[src/design/vn_pkg.sv]
// shared constants, permutation rom and helpers for the value noise unit
`default_nettype none

package vn_pkg;

  // lattice and pipeline geometry
  localparam int TABLE_SIZE = 256;
  localparam int CELL_W     = $clog2(TABLE_SIZE);
  localparam int NUM_STAGES = 7;
  localparam int POS_W      = 32;
  localparam int NOISE_W    = 16;

  // scaled index before the divide by 255, at most 255*2^15 + 127
  localparam int M_W = 23;

  // floor(m / 255) = (m * RECIP_255) >> RECIP_SHIFT for every m below 2^24
  localparam int RECIP_SHIFT = 31;
  localparam int RECIP_W     = 24;
  localparam logic [RECIP_W-1:0] RECIP_255 = RECIP_W'(8421505);
  localparam logic [NOISE_W-1:0] NOISE_BIAS = NOISE_W'(16384);

  // byte permutation, a single 256 entry rom indexed by a cell byte
  localparam logic [7:0] PERM_TABLE [TABLE_SIZE] = '{
    8'd251, 8'd14,  8'd37,  8'd129, 8'd68,  8'd103, 8'd87,  8'd59,
    8'd88,  8'd80,  8'd50,  8'd32,  8'd236, 8'd26,  8'd125, 8'd12,
    8'd84,  8'd172, 8'd252, 8'd187, 8'd200, 8'd74,  8'd234, 8'd111,
    8'd17,  8'd62,  8'd161, 8'd238, 8'd226, 8'd213, 8'd192, 8'd25,
    8'd114, 8'd232, 8'd216, 8'd156, 8'd0,   8'd104, 8'd127, 8'd36,
    8'd15,  8'd7,   8'd219, 8'd72,  8'd130, 8'd243, 8'd9,   8'd167,
    8'd137, 8'd254, 8'd183, 8'd21,  8'd49,  8'd109, 8'd61,  8'd195,
    8'd6,   8'd60,  8'd170, 8'd94,  8'd171, 8'd138, 8'd163, 8'd78,
    8'd199, 8'd134, 8'd255, 8'd16,  8'd75,  8'd45,  8'd112, 8'd159,
    8'd11,  8'd140, 8'd58,  8'd181, 8'd93,  8'd162, 8'd86,  8'd148,
    8'd85,  8'd208, 8'd191, 8'd102, 8'd229, 8'd22,  8'd91,  8'd228,
    8'd105, 8'd34,  8'd169, 8'd193, 8'd96,  8'd247, 8'd250, 8'd227,
    8'd246, 8'd198, 8'd205, 8'd76,  8'd153, 8'd99,  8'd48,  8'd124,
    8'd212, 8'd40,  8'd217, 8'd135, 8'd196, 8'd47,  8'd180, 8'd144,
    8'd244, 8'd33,  8'd241, 8'd5,   8'd55,  8'd230, 8'd203, 8'd220,
    8'd29,  8'd249, 8'd8,   8'd54,  8'd18,  8'd63,  8'd133, 8'd2,
    8'd113, 8'd158, 8'd43,  8'd101, 8'd82,  8'd10,  8'd136, 8'd209,
    8'd214, 8'd30,  8'd28,  8'd154, 8'd95,  8'd142, 8'd83,  8'd67,
    8'd197, 8'd19,  8'd70,  8'd77,  8'd123, 8'd31,  8'd215, 8'd117,
    8'd131, 8'd164, 8'd186, 8'd23,  8'd132, 8'd221, 8'd69,  8'd146,
    8'd106, 8'd35,  8'd143, 8'd239, 8'd151, 8'd149, 8'd160, 8'd44,
    8'd242, 8'd1,   8'd65,  8'd177, 8'd121, 8'd139, 8'd27,  8'd157,
    8'd118, 8'd20,  8'd57,  8'd222, 8'd173, 8'd24,  8'd231, 8'd165,
    8'd175, 8'd126, 8'd4,   8'd240, 8'd64,  8'd150, 8'd189, 8'd184,
    8'd122, 8'd46,  8'd116, 8'd235, 8'd207, 8'd188, 8'd237, 8'd79,
    8'd51,  8'd52,  8'd210, 8'd100, 8'd253, 8'd223, 8'd66,  8'd218,
    8'd178, 8'd97,  8'd42,  8'd39,  8'd53,  8'd81,  8'd38,  8'd98,
    8'd248, 8'd56,  8'd119, 8'd90,  8'd152, 8'd41,  8'd92,  8'd245,
    8'd206, 8'd13,  8'd73,  8'd179, 8'd155, 8'd110, 8'd224, 8'd115,
    8'd168, 8'd145, 8'd201, 8'd176, 8'd147, 8'd202, 8'd120, 8'd194,
    8'd225, 8'd71,  8'd107, 8'd233, 8'd190, 8'd108, 8'd182, 8'd211,
    8'd166, 8'd185, 8'd174, 8'd128, 8'd3,   8'd89,  8'd141, 8'd204
  };

  // rom read, indexes wrap modulo the table size
  function automatic logic [CELL_W-1:0] perm_lookup(input logic [CELL_W-1:0] idx);
    return PERM_TABLE[idx];
  endfunction

endpackage : vn_pkg

`default_nettype wire

[src/design/vn_interp.sv]
// interpolation along x and y, clamp and prescale for the output divide
`default_nettype none

module vn_interp #(
  parameter int FRAC_BITS = 16
) (
  input  wire logic                        clk_i,
  input  wire logic [2:0]                  en_i,
  input  wire logic                        op_i,
  input  wire logic [vn_pkg::CELL_W-1:0]   a0_i,
  input  wire logic [vn_pkg::CELL_W-1:0]   b0_i,
  input  wire logic [vn_pkg::CELL_W-1:0]   a1_i,
  input  wire logic [vn_pkg::CELL_W-1:0]   b1_i,
  input  wire logic [FRAC_BITS:0]          sx_i,
  input  wire logic [FRAC_BITS:0]          sy_i,
  output logic      [vn_pkg::M_W-1:0]      m_o
);
  import vn_pkg::*;

  localparam int F     = FRAC_BITS;
  localparam int VAL_W = F + 8;
  localparam int VW    = F + 10;
  localparam int PW    = 2 * F + 11;
  localparam int SW    = PW - F;
  localparam int NW    = F + 24;
  localparam logic [VAL_W-1:0] VMAX   = VAL_W'(255 * (2 ** F));
  localparam logic [NW-1:0]    HALF_D = NW'(255 * (2 ** (F - 1)));

  // exact a*2^F + (b - a)*s, always within 0..255*2^F
  function automatic logic [VAL_W-1:0] lerp(input logic [CELL_W-1:0] a,
                                            input logic [CELL_W-1:0] b,
                                            input logic [F:0]        s);
    logic signed [CELL_W:0] dd;
    logic signed [F+1:0]    ss;
    logic signed [VW-1:0]   p;
    logic [VW-1:0]          sum;
    dd  = $signed({1'b0, b}) - $signed({1'b0, a});
    ss  = $signed({1'b0, s});
    p   = dd * ss;
    sum = VW'({a, {F{1'b0}}}) + $unsigned(p);
    return sum[VAL_W-1:0];
  endfunction

  logic              op_q4, op_q5;
  logic [VAL_W-1:0]  v0_q4, v1_q4, v0_q5;
  logic [F:0]        sy_q4;
  logic signed [PW-1:0] prod_q5;
  logic [M_W-1:0]    m_q6;

  logic signed [VAL_W:0] dv;
  logic signed [PW-1:0]  prod;
  logic signed [SW-1:0]  mix;
  logic [VAL_W-1:0]      vc;
  logic [NW-1:0]         n;

  // stage 4: both x lerps
  always_ff @(posedge clk_i) begin
    if (en_i[0]) begin
      op_q4 <= op_i;
      v0_q4 <= lerp(a0_i, b0_i, sx_i);
      v1_q4 <= lerp(a1_i, b1_i, sx_i);
      sy_q4 <= sy_i;
    end
  end

  // stage 5: y difference times the y fade
  assign dv   = $signed({1'b0, v1_q4}) - $signed({1'b0, v0_q4});
  assign prod = dv * $signed({1'b0, sy_q4});

  always_ff @(posedge clk_i) begin
    if (en_i[1]) begin
      op_q5   <= op_q4;
      v0_q5   <= v0_q4;
      prod_q5 <= prod;
    end
  end

  // stage 6: floor shift, mix, clamp, and v*2^15 + d/2 over 2^F
  assign mix = op_q5 ? ($signed(SW'(v0_q5)) + $signed(prod_q5[PW-1:F]))
                     : $signed(SW'(v0_q5));

  always_comb begin
    if (mix[SW-1]) begin
      vc = '0;
    end else if (mix[SW-2:0] > (SW - 1)'(VMAX)) begin
      vc = VMAX;
    end else begin
      vc = mix[VAL_W-1:0];
    end
  end

  assign n = (NW'(vc) << 15) + HALF_D;

  always_ff @(posedge clk_i) begin
    if (en_i[2]) begin
      m_q6 <= n[F+M_W-1:F];
    end
  end

  assign m_o = m_q6;

endmodule : vn_interp

`default_nettype wire

[config.mk]
export PLATFORM = sky130hd
export DESIGN_NAME = vn_interp
export DESIGN_NICKNAME = d
export VERILOG_FILES = /design/src/design/vn_pkg.sv /design/src/design/vn_interp.sv
export SDC_FILE = /design/constraint.sdc
export NUM_CORES = 2
export LEC_CHECK = 0
export ABC_AREA = 1
export ABC_CLOCK_PERIOD_IN_PS = 18700
export BUFFER_PORTS_ARGS = -buffer_cell sky130_fd_sc_hd__buf_2
export CAP_MARGIN = 25
export CORE_UTILIZATION = 53
export DETAILED_ROUTE_END_ITERATION = 8
export GPL_TIMING_DRIVEN = 1
export PLACE_DENSITY = 0.8
export SLEW_MARGIN = 10
export SYNTH_ARGS = -nofsm -noshare
export SYNTH_HDL_FRONTEND = slang
export SYNTH_SLANG_ARGS = --single-unit
[constraint.sdc]
create_clock -name clk_i -period 18.7 [get_ports clk_i]
set_clock_uncertainty 0.05 [all_clocks]
set_input_delay 1.87 -clock clk_i [delete_from_list [all_inputs] [get_ports clk_i]]
set_output_delay 1.87 -clock clk_i [all_outputs]
set_load 0.01 [all_outputs]
==> metrics <==
status=completed; most common cell after layout, fill and taps aside=inv_1; post-DR vias/cell=5.38; flop and latch count out of synthesis=around 140; Synthesis Warnings=0; TritonRoute pass-1 iters=6; period utilization=0.478; Initial Utilization=0.541; setup ws final=9.76 ns; synthesized area=0.0336 sq mm; Max Root-Sink Buffers=2; DIE HEIGHT=254 um; post-DP HPWL=72,800 um; Final nets=5,085; row cnt=91; worst path buffer plus inverter count=8; first-pass GRT wire length=139,000 um; diode count=0; EDFF count, synth=141; Hold Path Class=reg2reg; share of layout cells above drive strength 1=0.0648; Startpoint Class=flip-flop; largest net degree at the start of global routing=67; final wirelength=87,500 um; total gr overflow=0; setup_tns=0 ns; Clock Latency Late Sink=between 0.4 and 0.5 ns; Mapped Nets=between 5,000 and 6,000; post-route ant nets=0; Req. time, crit path=roughly 19 ns; Hold Slack=0.369 ns; final setup violating endpoints=0; clock slew at reported path FFs=around 0.07 ns; Critical Path AT=9.09 ns; RSZ-0062 raised after global routing=no; maximum clock frequency=0.112 GHz; Max Cap Violations=0; setup bufs post-CTS=0; vias in the first global route=27,100; post-synthesis cell count=around 4,100; DRT iter0 DRCs=1,999; Worst-Margin Slew=around 0.96 ns; Largest stage delay, worst path=0.67 ns; Most used DFF post-synth=edfxtp_1; initial antenna violation count=1; number of library cell types mapped by synthesis=about 60; sequential area share after synthesis=0.126; Area growth, synth to finish=5.42%; CTS tree=yes; Ports=94; final routed DRC violation total=0; most used cell, CP=inv_1; Post-CTS Resized=0; CTS H-tree lvls=4; most frequent cells in the layout=1,042 x inv_1, 785 x nand2_1, 644 x fa_1; syn avg cell area=8.24 sq um; number of buffers created by CTS=17; Hold Violations, Final=0; Post-CTS Hold Buffers=0; gr usage total=0.281; wire per inst=around 18 um; CTS root buf=clkbuf_16; GP Congestion=0.953; Post-synth ARST share=0; pre-CTS setup slack=9.47 ns; critical path class=reg2reg; crit path max-delay cell type=xor2_1; critical path's top delay family=adder cells; fin. max-slew vios=0; Core Area=about 0.062 sq mm; IO Port Bufs=93; Tmin final=approximately 8.9 ns; die area=~0.064 sq mm; CP endpoint kind=flip-flop; CTS Sinks=141; CP Max Fanout=11; slew margin rel.=0.357; via count=26,600; Die W=roughly 250 um
[through the flow]
| step | instance area [sq um] | instances | util |
|---|---|---|---|
| 2_1_floorplan | 33600 | 4079 | - |
| 3_3_place_gp | 34800 | 4924 | 0.560 |
| 3_5_place_dp | 34800 | 4924 | 0.560 |
| 4_1_cts | 35400 | 4956 | 0.570 |
| 5_1_grt | 35400 | 4956 | 0.570 |
| 6_report | 35400 | 4956 | 0.570 |
[metal layers]
layer,GRT usage,wire length [um]
met1,0.356,33800
met2,0.464,41700
met3,0.0526,7780
met4,0.130,4260
met5,0,10
[area by class of cell]
cell class,count,area (sq um)
well taps,837,1050
fillers,5576,26700
flip-flops and latches,141,4230
multi-input cells,2759,24900
clock buffers,17,425
clock inverters,15,175
inverters,1076,4040
repair buffers,111,601
[cells by family (layout without fill, tap and decap cells)]
group,after synthesis,after routing,synth area share
AND/OR/NAND/NOR,1496,1496,0.189
adder cells (fa/ha/maj),908,908,0.482
buffers and inverters,1179,1219,0.133
XOR/XNOR,106,106,0.0276
AO/OA/AOI/OAI,249,249,0.0429
flip-flops,141,141,0.126
[cell usage after synthesis, drive strengths merged (2+ instances only)]
master | number | share of area
inv | 1060 | 0.12
nand2 | 800 | 0.091
fa | 644 | 0.38
nor2 | 451 | 0.053
ha | 264 | 0.098
nand3 | 144 | 0.023
edfxtp | 141 | 0.13
a21oi | 127 | 0.019
clkbuf | 91 | 0.010
xor2 | 72 | 0.019
o21ai | 52 | 0.0077
or2 | 47 | 0.0087
xnor2 | 34 | 0.0089
nand4 | 26 | 0.0064
clkinv | 16 | 0.0018
nor3 | 16 | 0.0030
a31oi | 14 | 0.0026
buf | 12 | 0.0026
o21bai | 11 | 0.0025
o211ai | 8 | 0.0023
o21a | 8 | 0.0018
a211oi | 5 | 0.0011
a21o | 4 | 0.00089
a221oi | 4 | 0.0010
nand3b | 4 | 0.00089
nor4 | 4 | 0.00093
o221ai | 4 | 0.0010
and2 | 3 | 0.00056
o31ai | 3 | 0.00067
o2111ai | 2 | 0.00052
[worst paths after layout]
kind	startpoint	end	slack, ns	cells after the start
worst min register to register	op_q4	op_q5	0.37	0
worst min-delay path	op_q4	op_q5	0.37	0
worst max-delay path	v0_q4[4]	prod_q5[40]	9.76	35
worst max register to register	v0_q4[4]	prod_q5[40]	9.76	35
[flip-flops by register name, indices dropped and copies added, names as in the netlist]
register / count
sy_q4: 17
m_o: 23
op_q4: 1
op_q5: 1
v0_q4: 24
v0_q5: 24
v1_q4: 24
prod_q5: 27
Power is left out: the tool's default activity adds up to more than one toggle a clock period on the data nets, which glitch-free logic cannot reach.
