**config.mk**
```make
export PLATFORM = sky130hd
export DESIGN_NAME = vn_fade
export DESIGN_NICKNAME = d
export VERILOG_FILES = /design/src/design/vn_pkg.sv /design/src/design/vn_fade.sv
export SDC_FILE = /design/constraint.sdc
export NUM_CORES = 2
export LEC_CHECK = 0
export BUFFER_PORTS_ARGS = -buffer_cell sky130_fd_sc_hd__buf_2
export CAP_MARGIN = 20
export CORE_UTILIZATION = 53
export DETAILED_ROUTE_END_ITERATION = 10
export PLACE_DENSITY = 0.8
export SYNTH_ARGS = -nofsm -noshare
export SYNTH_HDL_FRONTEND = slang
export SYNTH_SLANG_ARGS = --single-unit
```
**constraint.sdc**
```tcl
create_clock -name clk_i -period 16.15 [get_ports clk_i]
set_input_delay 3.23 -clock clk_i [delete_from_list [all_inputs] [get_ports clk_i]]
set_output_delay 3.23 -clock clk_i [all_outputs]
set_load 0.005 [all_outputs]
```
**src/design/vn_pkg.sv**
```systemverilog
// shared constants, permutation rom and helpers for the value noise unit
`default_nettype none

package vn_pkg;

  // lattice and pipeline geometry
  localparam int TABLE_SIZE = 256;
  localparam int CELL_W     = $clog2(TABLE_SIZE);
  localparam int NUM_STAGES = 7;
  localparam int POS_W      = 32;
  localparam int NOISE_W    = 16;

  // scaled index before the divide by 255, at most 255*2^15 + 127
  localparam int M_W = 23;

  // floor(m / 255) = (m * RECIP_255) >> RECIP_SHIFT for every m below 2^24
  localparam int RECIP_SHIFT = 31;
  localparam int RECIP_W     = 24;
  localparam logic [RECIP_W-1:0] RECIP_255 = RECIP_W'(8421505);
  localparam logic [NOISE_W-1:0] NOISE_BIAS = NOISE_W'(16384);

  // byte permutation, a single 256 entry rom indexed by a cell byte
  localparam logic [7:0] PERM_TABLE [TABLE_SIZE] = '{
    8'd251, 8'd14,  8'd37,  8'd129, 8'd68,  8'd103, 8'd87,  8'd59,
    8'd88,  8'd80,  8'd50,  8'd32,  8'd236, 8'd26,  8'd125, 8'd12,
    8'd84,  8'd172, 8'd252, 8'd187, 8'd200, 8'd74,  8'd234, 8'd111,
    8'd17,  8'd62,  8'd161, 8'd238, 8'd226, 8'd213, 8'd192, 8'd25,
    8'd114, 8'd232, 8'd216, 8'd156, 8'd0,   8'd104, 8'd127, 8'd36,
    8'd15,  8'd7,   8'd219, 8'd72,  8'd130, 8'd243, 8'd9,   8'd167,
    8'd137, 8'd254, 8'd183, 8'd21,  8'd49,  8'd109, 8'd61,  8'd195,
    8'd6,   8'd60,  8'd170, 8'd94,  8'd171, 8'd138, 8'd163, 8'd78,
    8'd199, 8'd134, 8'd255, 8'd16,  8'd75,  8'd45,  8'd112, 8'd159,
    8'd11,  8'd140, 8'd58,  8'd181, 8'd93,  8'd162, 8'd86,  8'd148,
    8'd85,  8'd208, 8'd191, 8'd102, 8'd229, 8'd22,  8'd91,  8'd228,
    8'd105, 8'd34,  8'd169, 8'd193, 8'd96,  8'd247, 8'd250, 8'd227,
    8'd246, 8'd198, 8'd205, 8'd76,  8'd153, 8'd99,  8'd48,  8'd124,
    8'd212, 8'd40,  8'd217, 8'd135, 8'd196, 8'd47,  8'd180, 8'd144,
    8'd244, 8'd33,  8'd241, 8'd5,   8'd55,  8'd230, 8'd203, 8'd220,
    8'd29,  8'd249, 8'd8,   8'd54,  8'd18,  8'd63,  8'd133, 8'd2,
    8'd113, 8'd158, 8'd43,  8'd101, 8'd82,  8'd10,  8'd136, 8'd209,
    8'd214, 8'd30,  8'd28,  8'd154, 8'd95,  8'd142, 8'd83,  8'd67,
    8'd197, 8'd19,  8'd70,  8'd77,  8'd123, 8'd31,  8'd215, 8'd117,
    8'd131, 8'd164, 8'd186, 8'd23,  8'd132, 8'd221, 8'd69,  8'd146,
    8'd106, 8'd35,  8'd143, 8'd239, 8'd151, 8'd149, 8'd160, 8'd44,
    8'd242, 8'd1,   8'd65,  8'd177, 8'd121, 8'd139, 8'd27,  8'd157,
    8'd118, 8'd20,  8'd57,  8'd222, 8'd173, 8'd24,  8'd231, 8'd165,
    8'd175, 8'd126, 8'd4,   8'd240, 8'd64,  8'd150, 8'd189, 8'd184,
    8'd122, 8'd46,  8'd116, 8'd235, 8'd207, 8'd188, 8'd237, 8'd79,
    8'd51,  8'd52,  8'd210, 8'd100, 8'd253, 8'd223, 8'd66,  8'd218,
    8'd178, 8'd97,  8'd42,  8'd39,  8'd53,  8'd81,  8'd38,  8'd98,
    8'd248, 8'd56,  8'd119, 8'd90,  8'd152, 8'd41,  8'd92,  8'd245,
    8'd206, 8'd13,  8'd73,  8'd179, 8'd155, 8'd110, 8'd224, 8'd115,
    8'd168, 8'd145, 8'd201, 8'd176, 8'd147, 8'd202, 8'd120, 8'd194,
    8'd225, 8'd71,  8'd107, 8'd233, 8'd190, 8'd108, 8'd182, 8'd211,
    8'd166, 8'd185, 8'd174, 8'd128, 8'd3,   8'd89,  8'd141, 8'd204
  };

  // rom read, indexes wrap modulo the table size
  function automatic logic [CELL_W-1:0] perm_lookup(input logic [CELL_W-1:0] idx);
    return PERM_TABLE[idx];
  endfunction

endpackage : vn_pkg

`default_nettype wire

```
**src/design/vn_fade.sv**
```systemverilog
// three stage quintic fade of one coordinate's fraction
`default_nettype none

module vn_fade #(
  parameter int FRAC_BITS = 16
) (
  input  wire logic                        clk_i,
  input  wire logic [2:0]                  en_i,
  input  wire logic [vn_pkg::POS_W-1:0]    pos_i,
  output logic      [FRAC_BITS:0]          fade_o
);
  import vn_pkg::*;

  localparam int F  = FRAC_BITS;
  localparam int QW = F + 6;
  localparam logic [QW-1:0]  TEN_ONE = QW'(10 * (2 ** F));
  localparam logic [F+3:0]   ONE     = (F + 4)'(2 ** F);

  logic [F-1:0]   t_q1, t2_q1;
  logic [F-1:0]   t3_q2;
  logic [F+3:0]   q_q2;
  logic [F:0]     s_q3;

  logic [2*F-1:0] sq, cube;
  logic [QW-1:0]  q_full;
  logic [2*F+3:0] prod;
  logic [F+3:0]   s_raw;

  // stage 1: t squared
  assign sq = (2 * F)'(pos_i[F-1:0]) * (2 * F)'(pos_i[F-1:0]);

  always_ff @(posedge clk_i) begin
    if (en_i[0]) begin
      t_q1  <= pos_i[F-1:0];
      t2_q1 <= sq[2*F-1:F];
    end
  end

  // stage 2: t cubed and the quadratic 6t^2 - 15t + 10, modulo arithmetic
  assign cube   = (2 * F)'(t2_q1) * (2 * F)'(t_q1);
  assign q_full = QW'(6) * QW'(t2_q1) - QW'(15) * QW'(t_q1) + TEN_ONE;

  always_ff @(posedge clk_i) begin
    if (en_i[1]) begin
      t3_q2 <= cube[2*F-1:F];
      q_q2  <= q_full[QW-1] ? '0 : q_full[F+3:0];
    end
  end

  // stage 3: product and clamp to one
  assign prod  = (2 * F + 4)'(t3_q2) * (2 * F + 4)'(q_q2);
  assign s_raw = prod[2*F+3:F];

  always_ff @(posedge clk_i) begin
    if (en_i[2]) begin
      s_q3 <= (s_raw > ONE) ? ONE[F:0] : s_raw[F:0];
    end
  end

  assign fade_o = s_q3;

endmodule : vn_fade

`default_nettype wire

```
==> summary.md <==
| Metric | Value |
|---|---|
| Status | `finished, final reports clean` |
| Least-Margin Pin Slew | `1.03 ns` |
| Die ar. | `0.0581 mm2` |
| Number of flops mapped to enable cells by yosys | `85` |
| Post-DP HPWL | `50.5 mm` |
| Routed vias | `20,900` |
| Crit Path Class | `input pin to register` |
| Yosys warning count | `0` |
| GR Overflow Total | `0` |
| Die width | `241 um` |
| Chip Height | `241 um` |
| All-Layer GR Usage | `0.235` |
| Final setup violation count | `0` |
| Final WL | `62.9 mm` |
| Synthesized area per cell | `9.32 um2` |
| Cells resized by post-CTS repair | `0` |
| Setup bufs post-CTS | `0` |
| Share of cells above drive strength 1 | `0.0253` |
| Worst endpoint data arrival time | `9.70 ns` |
| Vias per cell | `5.29` |
| Final hold vios | `0` |
| Core Area | `0.0564 mm2` |
| Synthesis-to-finish area growth | `3.47%` |
| Worst-path clk slew | `0.08 ns` |
| H-Tree Depth | `3` |
| Clock Sinks | `85` |
| Antenna violations before repair | `1` |
| CTS Hold Bufs | `0` |
| Flop2flop setup slack | `8.81 ns` |
| Pin count of the biggest net entering global routing | `37` |
| Min Tclk post-route | `9.55 ns` |
| Syn Nets | `4,290` |
| Maximum clock path buffer count | `2` |
| Worst hold start | `t_q1[0]` |
| First-pass GRT wire length | `108 mm` |
| Critical Path Sink Type | `register` |
| Initial Util | `0.537` |
| Count of cell types in the netlist | `75` |
| Pre-Repair DR Iteration Count | `5` |
| Final routed DRC violation total | `0` |
| Hold/Removal Path Class | `register to register` |
| Clock Latency Late Sink | `0.39 ns` |
| Crit-path max FO | `14` |
| Port bufs | `36` |
| Nets | `4,232` |
| Setup TNS | `0 ns` |
| R2r startpoint | `t3_q2[4]` |
| CP startpoint | `pos_i[4]` |
| Drt wl/cell | `15.9 um` |
| Startpoint types | `input pin` |
| Post-synth ARST share | `0` |
| Num CTS Buffers | `9` |
| Maximum capacitance violations | `0` |
| Max Clk Rate | `0.105 GHz` |
| RSZ-0062 raised after global routing | `false` |
| Max Slew Vio Count | `0` |
| Routability congestion estimate from global placement | `0.886` |
| Final ANT Viol Nets | `0` |
| Most used DFF post-synth | `edfxtp_1` |
| WP data required | `16.30 ns` |
| Vias in the first global route | `22,600` |
| Row count | `87` |
| Sequential-to-total area share from yosys stat | `0.0842` |
| Clk_skew | `0.0159 ns` |
| Ant diodes | `0` |
| Crit share post-route | `0.592` |
| Yosys reg bits | `85` |
| Max-slew headroom | `0.315` |
| 1st-iter DRT viols | `1,300` |
| Cells after Synth | `3,250` |
| Top Ports | `53` |
| Syn Std Cell Area | `0.0303 mm2` |
| CTS tree | `built` |
| Root Driver | `clkbuf_16` |
==> flip-flops by register name, indices dropped and copies added, names as in the netlist <==
signal	count
fade_o	17
t3_q2	16
q_q2	20
t_q1	16
t2_q1	16
==> routing by layer <==
| metal | share of wire | global-route usage |
|---|---|---|
| met2 | 0.50 | 0.410 |
| met4 | 0.018 | 0.0596 |
| met5 | 0.00016 | 0 |
| met1 | 0.41 | 0.303 |
| met3 | 0.068 | 0.0383 |
==> synth_stat cells (5+ instances only) <==
| library cell | count | area [um2] |
|---|---|---|
| inv_1 | 805 | 3020 |
| and2_1 | 295 | 1850 |
| a211oi_1 | 5 | 37.5 |
| xor2_1 | 29 | 254 |
| clkbuf_1 | 104 | 390 |
| or3_1 | 8 | 50.1 |
| o21ai_1 | 8 | 40.0 |
| o21a_1 | 19 | 143 |
| xnor2_1 | 52 | 455 |
| a31oi_1 | 10 | 62.6 |
| nand2_1 | 415 | 1560 |
| nand3_1 | 18 | 90.1 |
| fa_1 | 651 | 13000 |
| and3_1 | 12 | 75.1 |
| nor3_1 | 39 | 195 |
| nor2_1 | 101 | 379 |
| nand4_1 | 7 | 43.8 |
| nand2b_1 | 12 | 75.1 |
| o21ai_0 | 28 | 140 |
| nor2b_1 | 20 | 125 |
| or2_2 | 7 | 43.8 |
| a21o_1 | 20 | 150 |
| a21oi_1 | 52 | 260 |
| ha_1 | 353 | 4420 |
| o211ai_1 | 12 | 90.1 |
| edfxtp_1 | 85 | 2550 |
| o21bai_1 | 7 | 52.6 |
==> worst max-delay path, cell delays in order <==
cell,delay [ns]
buf_2,0.28
inv_1,0.27
nor2_1,0.27
fa_1,0.46
inv_1,0.08
fa_1,0.43
fa_1,0.52
inv_1,0.06
fa_1,0.54
inv_1,0.05
fa_1,0.38
fa_1,0.51
inv_1,0.04
ha_1,0.28
a21oi_1,0.13
nor2b_1,0.06
a2111oi_0,0.41
a31oi_1,0.24
o211ai_1,0.34
nand3_1,0.23
a311oi_2,0.40
o211ai_1,0.20
a21oi_1,0.21
xnor2_1,0.08
==> path summary, 6_finish.rpt <==
check / endpoint / depth (start not counted)
max: t2_q1[15] / 24
min: q_q2[0] / 5
max reg2reg: fade_o[2] / 22
min reg2reg: q_q2[0] / 5
==> cells in the final DEF (no fill, tap or decap), types with 12 or more instances in the layout <==
master / netlist / routed
a21o_1: 20 / 20
a21oi_1: 52 / 52
and2_1: 295 / 295
and3_1: 12 / 12
buf_2: 1 / 36
edfxtp_1: 85 / 85
fa_1: 651 / 651
ha_1: 353 / 353
inv_1: 805 / 805
nand2_1: 415 / 415
nand2b_1: 12 / 12
nand3_1: 18 / 18
nor2_1: 101 / 101
nor2b_1: 20 / 20
nor3_1: 39 / 39
o211ai_1: 12 / 12
o21a_1: 19 / 19
o21ai_0: 28 / 28
xnor2_1: 52 / 52
xor2_1: 29 / 29
==> final cells by class <==
class                      instances  area (um2)
fill                            4897       25000
multi-input combinational       2253       24300
inverter                         805        3020
sequential                        85        2550
tap                              756         946
clock buffer                      10         229
timing repair buffer              38         195
clock inverter                     6        95.1
==> cell families after synthesis <==
logic type               synth area share
buffers and inverters               0.113
flip-flops                         0.0842
AO/OA/AOI/OAI                      0.0500
AND/OR/NAND/NOR                     0.151
adder cells (fa/ha/maj)             0.576
multiplexers                      0.00178
XOR/XNOR                           0.0234
==> metrics by stage <==
stage	area, um2	hold slack (ns)	instances	worst slack [ns]	utilization
2_1_floorplan	30300	0.898	3250	6.97	-
3_3_place_gp	31000	1.25	3937	6.34	0.550
3_5_place_dp	31000	1.27	3937	6.20	0.550
4_1_cts	31300	1.28	3953	6.61	0.556
5_1_grt	31300	1.36	3953	6.13	0.556
6_report	31300	1.25	3953	6.60	0.556
Power is left out: the tool's default activity adds up to more than one toggle a clock period on the data nets, which glitch-free logic cannot reach.
